==> config.mk <==
export PLATFORM = sky130hd
export DESIGN_NAME = utf7_stream_encoder_top
export DESIGN_NICKNAME = d
export VERILOG_FILES = /design/src/rtl/core/u7e_pkg.sv /design/src/rtl/core/u7e_front.sv /design/src/rtl/core/u7e_queue.sv /design/src/rtl/core/u7e_back.sv /design/src/rtl/core/utf7_stream_encoder_top.sv
export SDC_FILE = /design/constraint.sdc
export NUM_CORES = 1
export LEC_CHECK = 0
export ABC_CLOCK_PERIOD_IN_PS = 8200
export BUFFER_PORTS_ARGS = -buffer_cell sky130_fd_sc_hd__clkbuf_2
export CAP_MARGIN = 20
export CORE_MARGIN = 3
export CORE_UTILIZATION = 35
export DETAILED_ROUTE_END_ITERATION = 8
export GPL_TIMING_DRIVEN = 0
export PLACE_DENSITY_LB_ADDON = 0.08
export SYNTH_ARGS = -nofsm -noshare
export SYNTH_HDL_FRONTEND = slang
export SYNTH_HIERARCHICAL = 1
export SYNTH_SLANG_ARGS = --single-unit
==> constraint.sdc <==
create_clock -name clk -period 8.2 [get_ports clk]
set_clock_uncertainty 0.05 [all_clocks]
set_input_delay 1.64 -clock clk [delete_from_list [all_inputs] [get_ports clk]]
set_output_delay 1.64 -clock clk [all_outputs]
set_load 0.01 [all_outputs]
==> src/rtl/core/u7e_pkg.sv <==
// Shared types and constants for the UTF-7 stream encoder.
// Holds item structs, the packet passed from front to back, and the base64 digit map.
package u7e_pkg;

  // Input item opcodes
  localparam logic OP_CHAR = 1'b0;
  localparam logic OP_END  = 1'b1;

  // Fixed characters of the encoding
  localparam logic [6:0] CH_PLUS  = 7'h2B;
  localparam logic [6:0] CH_MINUS = 7'h2D;
  localparam logic [15:0] CP_PLUS = 16'h002B;

  // Most bytes one item can cause, and the width of a byte count
  localparam int MAX_BYTES = 5;
  localparam int CNT_W     = 3;

  typedef struct packed {
    logic        opcode;
    logic [15:0] code_point;
    logic [7:0]  attribute;
  } in_item_t;

  typedef struct packed {
    logic [6:0] out_char;
    logic [7:0] out_attribute;
    logic       forced;
    logic       last;
  } out_item_t;

  // One byte as the front builds it
  typedef struct packed {
    logic [6:0] ch;
    logic [7:0] attr;
    logic       forced;
  } enc_byte_t;

  // All bytes caused by one item, oldest in slot 0
  typedef struct packed {
    logic [CNT_W-1:0]                count;
    enc_byte_t [MAX_BYTES-1:0]       bytes;
  } packet_t;

  // Map a 6-bit value to its base64 character
  function automatic logic [6:0] b64_char(input logic [5:0] v);
    logic [6:0] r;
    r = 7'h2F;
    if (v < 6'd26) begin
      r = 7'h41 + {1'b0, v};
    end else if (v < 6'd52) begin
      r = 7'h61 + {1'b0, v - 6'd26};
    end else if (v < 6'd62) begin
      r = 7'h30 + {1'b0, v - 6'd52};
    end else if (v == 6'd62) begin
      r = CH_PLUS;
    end
    return r;
  endfunction

endpackage

==> src/rtl/core/u7e_front.sv <==
// Front end: accepts items, tracks run state and builds the byte packet for each item.
// Depends on u7e_pkg.
module u7e_front (
  input  logic               clk,
  input  logic               rst_n,
  input  logic               push,
  input  u7e_pkg::in_item_t  in_data,
  output logic               full,
  output logic               q_push,
  output u7e_pkg::packet_t   q_data,
  input  logic               q_full
);

  localparam logic [1:0] MODE_DIRECT    = 2'd0;
  localparam logic [1:0] MODE_RUN_EMPTY = 2'd1;
  localparam logic [1:0] MODE_RUN_PEND4 = 2'd2;
  localparam logic [1:0] MODE_RUN_PEND2 = 2'd3;

  logic [1:0] mode_r, mode_nxt;
  logic [5:0] left_r, left_nxt;
  logic [7:0] prev_r, prev_nxt;

  logic                   accept;
  logic                   close;
  logic                   is_ascii;
  logic [1:0]             mode_eff;
  logic [5:0]             merged;
  logic [u7e_pkg::CNT_W-1:0] n;
  u7e_pkg::packet_t       pkt;

  assign full   = q_full;
  assign accept = push && !q_full;

  // Build the packet and next run state for the item at the port
  always_comb begin
    pkt      = '0;
    n        = '0;
    merged   = '0;
    mode_nxt = mode_r;
    left_nxt = left_r;
    prev_nxt = in_data.attribute;
    is_ascii = (in_data.code_point[15:7] == 9'd0);
    close    = (mode_r != MODE_DIRECT) &&
               ((in_data.opcode == u7e_pkg::OP_END) ||
                (in_data.attribute != prev_r) || is_ascii);

    // close the open run with its own attribute
    if (close) begin
      if (mode_r != MODE_RUN_EMPTY) begin
        pkt.bytes[n] = '{ch: u7e_pkg::b64_char(left_r), attr: prev_r, forced: 1'b1};
        n = n + 1'b1;
      end
      pkt.bytes[n] = '{ch: u7e_pkg::CH_MINUS, attr: prev_r, forced: 1'b1};
      n = n + 1'b1;
    end
    mode_eff = close ? MODE_DIRECT : mode_r;

    if (in_data.opcode == u7e_pkg::OP_END) begin
      prev_nxt = '0;
      mode_nxt = MODE_DIRECT;
    end else if (is_ascii) begin
      mode_nxt = MODE_DIRECT;
      if (in_data.code_point == u7e_pkg::CP_PLUS) begin
        pkt.bytes[n] = '{ch: u7e_pkg::CH_PLUS, attr: in_data.attribute, forced: 1'b1};
        n = n + 1'b1;
        pkt.bytes[n] = '{ch: u7e_pkg::CH_MINUS, attr: in_data.attribute, forced: 1'b1};
        n = n + 1'b1;
      end else begin
        pkt.bytes[n] = '{ch: in_data.code_point[6:0], attr: in_data.attribute,
                         forced: 1'b0};
        n = n + 1'b1;
      end
    end else begin
      // open a run when none is open
      if (mode_eff == MODE_DIRECT) begin
        pkt.bytes[n] = '{ch: u7e_pkg::CH_PLUS, attr: in_data.attribute, forced: 1'b0};
        n = n + 1'b1;
      end
      case (mode_eff)
        MODE_DIRECT, MODE_RUN_EMPTY: begin
          pkt.bytes[n] = '{ch: u7e_pkg::b64_char(in_data.code_point[15:10]),
                           attr: in_data.attribute, forced: 1'b0};
          n = n + 1'b1;
          pkt.bytes[n] = '{ch: u7e_pkg::b64_char(in_data.code_point[9:4]),
                           attr: in_data.attribute, forced: 1'b0};
          n = n + 1'b1;
          left_nxt = {in_data.code_point[3:0], 2'b00};
          mode_nxt = MODE_RUN_PEND4;
        end
        MODE_RUN_PEND4: begin
          merged = left_r | {4'b0000, in_data.code_point[15:14]};
          pkt.bytes[n] = '{ch: u7e_pkg::b64_char(merged),
                           attr: in_data.attribute, forced: 1'b0};
          n = n + 1'b1;
          pkt.bytes[n] = '{ch: u7e_pkg::b64_char(in_data.code_point[13:8]),
                           attr: in_data.attribute, forced: 1'b0};
          n = n + 1'b1;
          pkt.bytes[n] = '{ch: u7e_pkg::b64_char(in_data.code_point[7:2]),
                           attr: in_data.attribute, forced: 1'b0};
          n = n + 1'b1;
          left_nxt = {in_data.code_point[1:0], 4'b0000};
          mode_nxt = MODE_RUN_PEND2;
        end
        default: begin
          merged = left_r | {2'b00, in_data.code_point[15:12]};
          pkt.bytes[n] = '{ch: u7e_pkg::b64_char(merged),
                           attr: in_data.attribute, forced: 1'b0};
          n = n + 1'b1;
          pkt.bytes[n] = '{ch: u7e_pkg::b64_char(in_data.code_point[11:6]),
                           attr: in_data.attribute, forced: 1'b0};
          n = n + 1'b1;
          pkt.bytes[n] = '{ch: u7e_pkg::b64_char(in_data.code_point[5:0]),
                           attr: in_data.attribute, forced: 1'b0};
          n = n + 1'b1;
          left_nxt = merged;
          mode_nxt = MODE_RUN_EMPTY;
        end
      endcase
    end
    pkt.count = n;
  end

  // Drop packets with no bytes
  assign q_push = accept && (n != '0);
  assign q_data = pkt;

  // Advance run state on each accepted item
  always_ff @(posedge clk) begin
    if (!rst_n) begin
      mode_r <= MODE_DIRECT;
      left_r <= '0;
      prev_r <= '0;
    end else if (accept) begin
      mode_r <= mode_nxt;
      left_r <= left_nxt;
      prev_r <= prev_nxt;
    end
  end

`ifndef SYNTHESIS
  a_pkt_count: assert property (@(posedge clk) disable iff (!rst_n)
    q_push |-> (q_data.count != '0) &&
               (q_data.count <= u7e_pkg::CNT_W'(u7e_pkg::MAX_BYTES)))
    else $error("front pushed a packet with a bad byte count");

  a_end_resets: assert property (@(posedge clk) disable iff (!rst_n)
    (accept && (in_data.opcode == u7e_pkg::OP_END)) |=>
      (mode_r == MODE_DIRECT) && (prev_r == 8'd0))
    else $error("end item did not return the front to direct mode");
`endif

endmodule

==> src/rtl/core/u7e_queue.sv <==
// Short packet queue between front and back of the UTF-7 encoder.
// Depends on u7e_pkg.
module u7e_queue #(
  parameter int DEPTH = 2
) (
  input  logic              clk,
  input  logic              rst_n,
  input  logic              wr_en,
  input  u7e_pkg::packet_t  wr_data,
  output logic              q_full,
  input  logic              rd_en,
  output u7e_pkg::packet_t  rd_data,
  output logic              q_empty
);

  localparam int PTR_W = $clog2(DEPTH);
  localparam int OCC_W = $clog2(DEPTH + 1);

  u7e_pkg::packet_t  slot_r [DEPTH];
  logic [PTR_W-1:0]  wr_ptr_r, rd_ptr_r;
  logic [OCC_W-1:0]  occ_r, occ_nxt;

  assign q_full  = (occ_r == OCC_W'(DEPTH));
  assign q_empty = (occ_r == '0);
  assign rd_data = slot_r[rd_ptr_r];

  // Write the slot under the write pointer
  always_ff @(posedge clk) begin
    if (wr_en) begin
      slot_r[wr_ptr_r] <= wr_data;
    end
  end

  always_comb begin
    occ_nxt = occ_r;
    if (wr_en && !rd_en) begin
      occ_nxt = occ_r + 1'b1;
    end else if (rd_en && !wr_en) begin
      occ_nxt = occ_r - 1'b1;
    end
  end

  // Advance pointers with wrap at the queue depth
  always_ff @(posedge clk) begin
    if (!rst_n) begin
      wr_ptr_r <= '0;
      rd_ptr_r <= '0;
      occ_r    <= '0;
    end else begin
      occ_r <= occ_nxt;
      if (wr_en) begin
        wr_ptr_r <= (wr_ptr_r == PTR_W'(DEPTH - 1)) ? '0 : wr_ptr_r + 1'b1;
      end
      if (rd_en) begin
        rd_ptr_r <= (rd_ptr_r == PTR_W'(DEPTH - 1)) ? '0 : rd_ptr_r + 1'b1;
      end
    end
  end

`ifndef SYNTHESIS
  a_no_overrun: assert property (@(posedge clk) disable iff (!rst_n)
    !(wr_en && q_full) && !(rd_en && q_empty))
    else $error("queue written while full or read while empty");
`endif

endmodule

==> src/rtl/core/u7e_back.sv <==
// Back end: moves head packet bytes one per cycle, unless stalled, to out_r.
// Depends on u7e_pkg.
module u7e_back (
  input  logic               clk,
  input  logic               rst_n,
  input  u7e_pkg::packet_t   head,
  input  logic               q_empty,
  output logic               rd_en,
  output logic               empty,
  input  logic               pop,
  output u7e_pkg::out_item_t out_data
);

  logic [u7e_pkg::CNT_W-1:0] idx_r, idx_nxt;
  logic                      out_v_r, out_v_nxt;
  u7e_pkg::out_item_t        out_r, out_nxt;
  logic                      load;
  logic                      at_last;
  u7e_pkg::enc_byte_t        cur;

  assign empty    = !out_v_r;
  assign out_data = out_r;
  assign load     = !out_v_r || pop;
  assign cur      = head.bytes[idx_r];
  assign at_last  = (idx_r == head.count - 1'b1);

  // Pick the next byte when the output register frees up
  always_comb begin
    idx_nxt   = idx_r;
    out_v_nxt = out_v_r;
    out_nxt   = out_r;
    rd_en     = 1'b0;
    if (load) begin
      out_v_nxt = !q_empty;
      if (!q_empty) begin
        out_nxt = '{out_char: cur.ch, out_attribute: cur.attr,
                    forced: cur.forced, last: at_last};
        if (at_last) begin
          idx_nxt = '0;
          rd_en   = 1'b1;
        end else begin
          idx_nxt = idx_r + 1'b1;
        end
      end
    end
  end

  always_ff @(posedge clk) begin
    out_r <= out_nxt;
  end

  always_ff @(posedge clk) begin
    if (!rst_n) begin
      idx_r   <= '0;
      out_v_r <= 1'b0;
    end else begin
      idx_r   <= idx_nxt;
      out_v_r <= out_v_nxt;
    end
  end

`ifndef SYNTHESIS
  a_idx_in_packet: assert property (@(posedge clk) disable iff (!rst_n)
    !q_empty |-> (idx_r < head.count))
    else $error("byte index ran past the head packet");

  a_idx_home: assert property (@(posedge clk) disable iff (!rst_n)
    q_empty |-> (idx_r == '0))
    else $error("byte index not at start while queue is empty");
`endif

endmodule

==> src/rtl/core/utf7_stream_encoder_top.sv <==
// Path: an item's first byte goes via a queue slot and the output register to the out ports.
// Throughput: one item per cycle while the packet queue has room; results leave one byte
// per cycle while pop keeps the output free, and an item makes 0 to 5 bytes.
// Reset: synchronous active-low rst_n empties the queue and output and returns to direct mode.
// Top level of the UTF-7 stream encoder: front end, packet queue and back end.
// Depends on u7e_pkg, u7e_front, u7e_queue and u7e_back.
module utf7_stream_encoder_top #(
  parameter int QUEUE_DEPTH = 2
) (
  input  logic               clk,
  input  logic               rst_n,
  input  logic               push,
  input  u7e_pkg::in_item_t  in_data,
  output logic               full,
  output logic               empty,
  input  logic               pop,
  output u7e_pkg::out_item_t out_data
);

  logic             q_push, q_full, q_rd, q_empty;
  u7e_pkg::packet_t q_wdata, q_head;

  u7e_front u_front (
    .clk     (clk),
    .rst_n   (rst_n),
    .push    (push),
    .in_data (in_data),
    .full    (full),
    .q_push  (q_push),
    .q_data  (q_wdata),
    .q_full  (q_full)
  );

  u7e_queue #(.DEPTH(QUEUE_DEPTH)) u_queue (
    .clk     (clk),
    .rst_n   (rst_n),
    .wr_en   (q_push),
    .wr_data (q_wdata),
    .q_full  (q_full),
    .rd_en   (q_rd),
    .rd_data (q_head),
    .q_empty (q_empty)
  );

  u7e_back u_back (
    .clk      (clk),
    .rst_n    (rst_n),
    .head     (q_head),
    .q_empty  (q_empty),
    .rd_en    (q_rd),
    .empty    (empty),
    .pop      (pop),
    .out_data (out_data)
  );

endmodule
==> impl_metrics.env, run 1 <==
export IMPL_setup_viol=0
export IMPL_synth_edf_count=183
export IMPL_stdcell_count=2107
export IMPL_start_kind="primary input"
export IMPL_clockBufferDepth=3
export IMPL_fin_crit_ns=7.37
export IMPL_ctsResizeCount=0
export IMPL_gp_congestion=1.00
export IMPL_grt_usage_pct=22.7
export IMPL_ant_nets=0
export IMPL_antenna_found_initial=0
export IMPL_worstMarginPinSlew_ns=1.09
export IMPL_drc=0
export IMPL_cts_max_level=1
export IMPL_reg2reg_from="u_front/prev_r[2]$_SDFFE_PN0P_"
export IMPL_syn_nets=1600
export IMPL_dpl_cell_area_sq_mm=0.0160
export IMPL_top_usage_layer="met2"
export IMPL_power_density_mw_per_mm2=222
export IMPL_fillers=4201
export IMPL_yosys_area_top_type="edfxtp_1"
export IMPL_syn_avg_cell_area_sq_um=10.1
export IMPL_seq_area_frac_synth_pct=40.1
export IMPL_nNetsFinal=1673
export IMPL_antenna_cells=0
export IMPL_min_from="u_back/idx_r[2]$_SDFFE_PN0P_"
export IMPL_crit_required_ns=8.34
export IMPL_rsz0062_at_grt="no"
export IMPL_clk_pin_slew_ns=0.06
export IMPL_port_buffers=46
export IMPL_cp_end_kind="flip-flop"
export IMPL_viasPerCell=5.80
export IMPL_drt_iter0_drc=958
export IMPL_cts_tree="yes"
export IMPL_wl_per_cell_um=24.8
export IMPL_yosysMostFrequentCell="edfxtp_1"
export IMPL_cp_startpoint="in_data[16]"
export IMPL_drv_slew=0
export IMPL_synth_commonest_cells="183 x edfxtp_1, 132 x nand2_1, 100 x a21oi_1"
export IMPL_syn_inst=1480
export IMPL_synth_area_leaders="edfxtp_1 37%, ha_1 7.6%, mux2_2 6.4%"
export IMPL_synthesis_area_sq_mm=0.0150
export IMPL_syn2layout_area_growth_pct=11.5
export IMPL_status="completed"
export IMPL_io_pins=48
export IMPL_clock_sink_count=208
export IMPL_dp_cells=2069
export IMPL_hold_slack_ns=0.444
export IMPL_maxCapViolations=0
export IMPL_crit_fanout=29
export IMPL_min_path_type="flip-flop to flip-flop"
export IMPL_met2_usage_pct=37.6
export IMPL_grt_max_degree=43
export IMPL_ys_flop_type="edfxtp_1"
export IMPL_grtUsageMet3_pct=2.03
export IMPL_totalWireLength_mm=52.2
export IMPL_drive_above_1_share_pct=16.6
export IMPL_die_area_sq_mm=0.0452
export IMPL_post_cts_setup_buffers=0
export IMPL_dr_pass1_iters=5
export IMPL_finish_utilization_pct=39.7
export IMPL_leakage_nw=6.18
export IMPL_grt_use_met1_pct=31.7
export IMPL_yosysUniqueCellTypes=95
export IMPL_die_height_um=213
export IMPL_async_reset_ff_share_pct=0
export IMPL_finish_instance_area_sq_mm=0.0167
export IMPL_grt_pass1_vias=11900
export IMPL_core_sq_mm=0.0420
export IMPL_min_period_over_period_pct=89.8
export IMPL_rows=75
export IMPL_die_w_um=213
export IMPL_critPathArrivalTime_ns=7.51
export IMPL_grt_pass1_wl_mm=77.6
export IMPL_synth_seq_cells=208
export IMPL_vias=12200
export IMPL_finalSetupTns_ns=0
export IMPL_postCtsHoldBufs=0
export IMPL_grt_ovfl_total=0
export IMPL_ys_warn_count=6
export IMPL_vdd_drop_max_mv=0.185
export IMPL_cts_root_buf="clkbuf_16"
export IMPL_fmax_ghz=0.136
export IMPL_path_class="primary input to flip-flop"
export IMPL_clkLatencyLatePin_ns=0.50
export IMPL_numCtsBuffers=21
export IMPL_slew_headroom_pct=26.4
export IMPL_synth_top_area_share_pct=36.7
export IMPL_dp_hpwl_mm=38.9
export IMPL_hold_violations=0
export IMPL_initial_core_util_pct=35.6
==> cell type report <==
cell class | count | area (sq um) | share of cell area, %
sequential | 208 | 6000 | 35.9
inverter | 44 | 166 | 0.998
timing repair buffer | 50 | 325 | 1.95
clock buffer | 27 | 578 | 3.47
multi-input combinational | 1132 | 8330 | 49.9
clock inverter | 11 | 136 | 0.818
tap | 539 | 674 | 4.04
buffer | 96 | 479 | 2.87
==> cell usage in the layout, fill, tap and decap left out, types with 9 or more instances in the layout <==
cell type | netlist | final
edfxtp_1 | 183 | 183
nand2_1 | 132 | 132
a21oi_1 | 100 | 100
nor2_1 | 95 | 95
ha_1 | 91 | 91
mux2_2 | 85 | 85
o21ai_0 | 74 | 74
xnor2_1 | 59 | 59
clkbuf_1 | 52 | 55
clkbuf_2 | 0 | 46
xor2_1 | 46 | 46
inv_1 | 39 | 39
nand3_1 | 35 | 35
a31oi_1 | 32 | 32
and2_1 | 32 | 31
nor3_1 | 25 | 25
dfxtp_1 | 25 | 25
buf_2 | 23 | 23
clkbuf_16 | 0 | 21
a22o_1 | 18 | 18
a21o_1 | 18 | 18
mux4_2 | 17 | 17
nor2b_1 | 18 | 17
o211ai_1 | 14 | 14
a211oi_1 | 13 | 13
nand2b_1 | 12 | 12
mux2i_1 | 12 | 12
o21ai_1 | 11 | 11
o22ai_1 | 11 | 11
buf_6 | 10 | 10
a22oi_1 | 10 | 10
a221oi_1 | 9 | 9
a32oi_1 | 9 | 9
a32o_1 | 9 | 9
==> critical path: stages <==
cell	delay [ns]
clkbuf_2	0.21
clkbuf_1	0.45
inv_1	0.26
ha_1	0.30
and4b_1	0.27
a21oi_2	0.33
nand3_1	0.18
buf_2	0.26
nand2_1	0.24
inv_1	0.24
buf_1	0.34
ha_1	0.51
nor2_1	0.08
o21ai_0	0.16
o311ai_0	0.17
o21ai_1	0.45
o311a_1	0.34
nor2b_4	0.56
buf_16	0.23
buf_12	0.21
==> flip-flops by register name, summed over array words and instances (netlist names), named ones only <==
| name | flops |
|---|---|
| u_front/mode_r | 2 |
| u_queue/slot_r | 166 |
| u_back/idx_r | 3 |
| u_back/out_data | 17 |
| u_queue/rd_ptr_r | 1 |
| u_queue/occ_r | 2 |
| u_queue/wr_ptr_r | 1 |
| u_front/left_r | 6 |
| u_back/out_v_r | 1 |
| u_front/prev_r | 8 |
==> through the flow <==
stage	total power, mW	worst slack (ns)
6_report	3.71	0.835
5_1_grt	3.89	0.389
4_1_cts	3.74	0.787
3_5_place_dp	2.75	0.269
3_3_place_gp	2.74	-2.56
2_1_floorplan	2.31	0.857
==> per-layer routing <==
layer / vias to the layer above / part of all wire (%) / routed length, um
met1: 6031 / 45 / 23500
met3: 100 / 5.3 / 2780
li1: 5666 / - / -
met2: 424 / 46 / 24200
met5: - / 0 / 0
met4: 0 / 3.2 / 1700
==> where the power goes <==
part | internal (mW) | switching, mW | total (mW)
Combinational | 0.514 | 0.764 | 1.28
Sequential | 1.39 | 0.0514 | 1.44
Clock | 0.594 | 0.393 | 0.987
==> cells by family after synthesis <==
| group | count (synthesis) | share of synthesized area, % |
|---|---|---|
| AO/OA/AOI/OAI | 402 | 18.0 |
| XOR/XNOR | 106 | 6.26 |
| adder cells (fa/ha/maj) | 91 | 7.61 |
| buffers and inverters | 140 | 4.32 |
| flip-flops | 208 | 40.1 |
| multiplexers | 114 | 9.76 |
| other | 1 | 0.0251 |
| AND/OR/NAND/NOR | 418 | 13.9 |
==> worst paths after layout <==
kind / to / depth (start not counted) / slack, ns
hold / removal: u_back/idx_r[2]$_SDFFE_PN0P_ / 2 / 0.44
setup / recovery: u_queue/slot_r[0][2]$_DFFE_PP_ / 20 / 0.83
hold reg to reg: u_back/idx_r[2]$_SDFFE_PN0P_ / 2 / 0.44
setup reg to reg: u_queue/slot_r[0][2]$_DFFE_PP_ / 16 / 2.72
(Power assumes the default switching activity.)
==> inputs of run 2 (changes only) <==
--- a/config.mk
+++ b/config.mk
@@ -10,9 +10,11 @@
 export CAP_MARGIN = 20
 export CORE_MARGIN = 3
 export CORE_UTILIZATION = 35
+export CTS_BUF_LIST = sky130_fd_sc_hd__clkbuf_8
 export DETAILED_ROUTE_END_ITERATION = 8
 export GPL_TIMING_DRIVEN = 0
 export PLACE_DENSITY_LB_ADDON = 0.08
+export SLEW_MARGIN = 20
 export SYNTH_ARGS = -nofsm -noshare
 export SYNTH_HDL_FRONTEND = slang
 export SYNTH_HIERARCHICAL = 1
==> constraint.sdc (replaced) <==
create_clock -name clk -period 8.2 [get_ports clk]
set_clock_uncertainty 0.05 [all_clocks]
set_input_delay 1.23 -clock clk [delete_from_list [all_inputs] [get_ports clk]]
set_output_delay 1.23 -clock clk [all_outputs]
set_load 0.01 [all_outputs]
==> impl_metrics.env, run 2 (same netlist as run 1, synthesis figures left out) <==
export IMPL_switching_power_mw=1.21
export IMPL_grt_max_degree=43
export IMPL_grt_pass1_wl_mm=77.8
export IMPL_gp_congestion=1.00
export IMPL_die_area_sq_mm=0.0452
export IMPL_vdd_drop_max_mv=0.106
export IMPL_fmax_ghz=0.147
export IMPL_worstMarginPinSlew_ns=1.17
export IMPL_cp_end_kind="flip-flop"
export IMPL_core_sq_mm=0.0420
export IMPL_post_place_ws_ns=0.709
export IMPL_post_cts_setup_buffers=0
export IMPL_dpl_cell_area_sq_mm=0.0160
export IMPL_syn2layout_area_growth_pct=11.1
export IMPL_start_kind="primary input"
export IMPL_drive_above_1_share_pct=17.1
export IMPL_finish_utilization_pct=39.5
export IMPL_die_w_um=213
export IMPL_antenna_cells=0
export IMPL_cp_startpoint="in_data[16]"
export IMPL_dr_pass1_iters=5
export IMPL_drc=0
export IMPL_p_clk_share_pct=23.6
export IMPL_slew_headroom_pct=21.4
export IMPL_nNetsFinal=1684
export IMPL_viasPerCell=5.79
export IMPL_clkLatencyLatePin_ns=0.58
export IMPL_dp_hpwl_mm=39.0
export IMPL_status="completed"
export IMPL_min_path_type="flip-flop to flip-flop"
export IMPL_drv_slew=0
export IMPL_reg2reg_from="u_front/prev_r[2]$_SDFFE_PN0P_"
export IMPL_cts_max_level=1
export IMPL_min_from="u_back/idx_r[2]$_SDFFE_PN0P_"
export IMPL_antenna_found_initial=0
export IMPL_regMostFlops="u_queue/slot_r"
export IMPL_path_class="primary input to flip-flop"
export IMPL_largest_reg_flops=166
export IMPL_intPower_mw=2.36
export IMPL_critPathArrivalTime_ns=6.98
export IMPL_hold_violations=0
export IMPL_maxCapViolations=0
export IMPL_clk_pin_slew_ns=0.07
export IMPL_crit_fanout=42
export IMPL_stdcell_count=2127
export IMPL_cts_root_buf="clkbuf_8"
export IMPL_min_period_over_period_pct=82.7
export IMPL_finalSetupTns_ns=0
export IMPL_rsz0062_at_grt="no"
export IMPL_die_height_um=213
export IMPL_io_pins=48
export IMPL_port_buffers=46
export IMPL_ant_nets=0
export IMPL_grt_usage_pct=22.9
export IMPL_clock_sink_count=208
export IMPL_path_cells="clkbuf_2 > clkbuf_1 > inv_1 > ha_1 > and4b_1 > a21oi_2 > nand3_1 > buf_2 > nand2_1 > inv_1 > buf_1 > ha_1 > nor2_1 > o21ai_0 > o311ai_0 > o21ai_1 > o311a_1 > and2_4 > buf_16"
export IMPL_p_seq_share_pct=40.3
export IMPL_wl_per_cell_um=24.7
export IMPL_slowest_stage="and2_4"
export IMPL_numCtsBuffers=31
export IMPL_switching_share_pct=33.9
export IMPL_final_common_cell="edfxtp_1"
export IMPL_layout_common_cells="183 x edfxtp_1, 132 x nand2_1, 100 x a21oi_1, 95 x nor2_1, 91 x ha_1"
export IMPL_dp_cells=2070
export IMPL_pwr_share_comb_pct=36.1
export IMPL_cts_tree="yes"
export IMPL_grt_ovfl_total=0
export IMPL_fin_crit_ns=6.78
export IMPL_totalWireLength_mm=52.6
export IMPL_finish_instance_area_sq_mm=0.0166
export IMPL_crit_required_ns=8.40
export IMPL_vias=12300
export IMPL_rows=75
export IMPL_slowest_delay_ns=0.60
export IMPL_clockBufferDepth=3
export IMPL_postCtsHoldBufs=0
export IMPL_setup_viol=0
export IMPL_initial_core_util_pct=35.6
export IMPL_leakage_nw=6.20
export IMPL_power_density_mw_per_mm2=215
export IMPL_ctsResizeCount=0
export IMPL_drt_iter0_drc=1103
export IMPL_grt_pass1_vias=11900
export IMPL_fin_ws_ns=1.42
==> run 2: per-stage QoR <==
stage          power (mW)  hold slack [ns]
2_1_floorplan        2.31            0.416
3_3_place_gp         2.74            0.431
3_5_place_dp         2.76            0.437
4_1_cts              3.62            0.447
5_1_grt              3.77            0.480
6_report             3.58            0.447
==> run 2: critical path: cells and delay by family <==
family          cells  cell delay, ns
simple gates        5            1.36
buf+inv             7            2.05
compound gates      5            1.42
fa+ha+maj           2            0.83
==> run 2: worst paths after layout <==
kind | to | slack (ns) | depth (start not counted)
min | u_back/idx_r[2]$_SDFFE_PN0P_ | 0.45 | 2
min reg2reg | u_back/idx_r[2]$_SDFFE_PN0P_ | 0.45 | 2
max | u_queue/slot_r[1][71]$_DFFE_PP_ | 1.42 | 19
max reg2reg | u_queue/slot_r[1][71]$_DFFE_PP_ | 2.83 | 15
==> run 2: routing by layer <==
metal  vias up  GRT usage (%)  part of all wire [%]
li1       5689              -                     -
met1      6032           31.1                    44
met2       493           37.9                    47
met3        98           3.07                   6.2
met4         0           7.34                   3.1
met5         -              0                     0
==> run 2: power groups by stage <==
stage	clock network, mW	registers [mW]	logic [mW]
after floorplan	0	1.49	0.824
after global placement	0	1.48	1.26
after detailed placement	0	1.47	1.30
after CTS	0.876	1.44	1.30
after global routing	0.917	1.46	1.40
final	0.845	1.44	1.29
==> run 2: layout make-up <==
cell class	instances	area (sq um)
repair buffers	51	360
plain buffers	96	479
fillers	4258	25400
well taps	539	674
flip-flops and latches	208	6000
inverters	44	166
multi-input cells	1132	8330
clock buffers	31	427
clock inverters	26	195
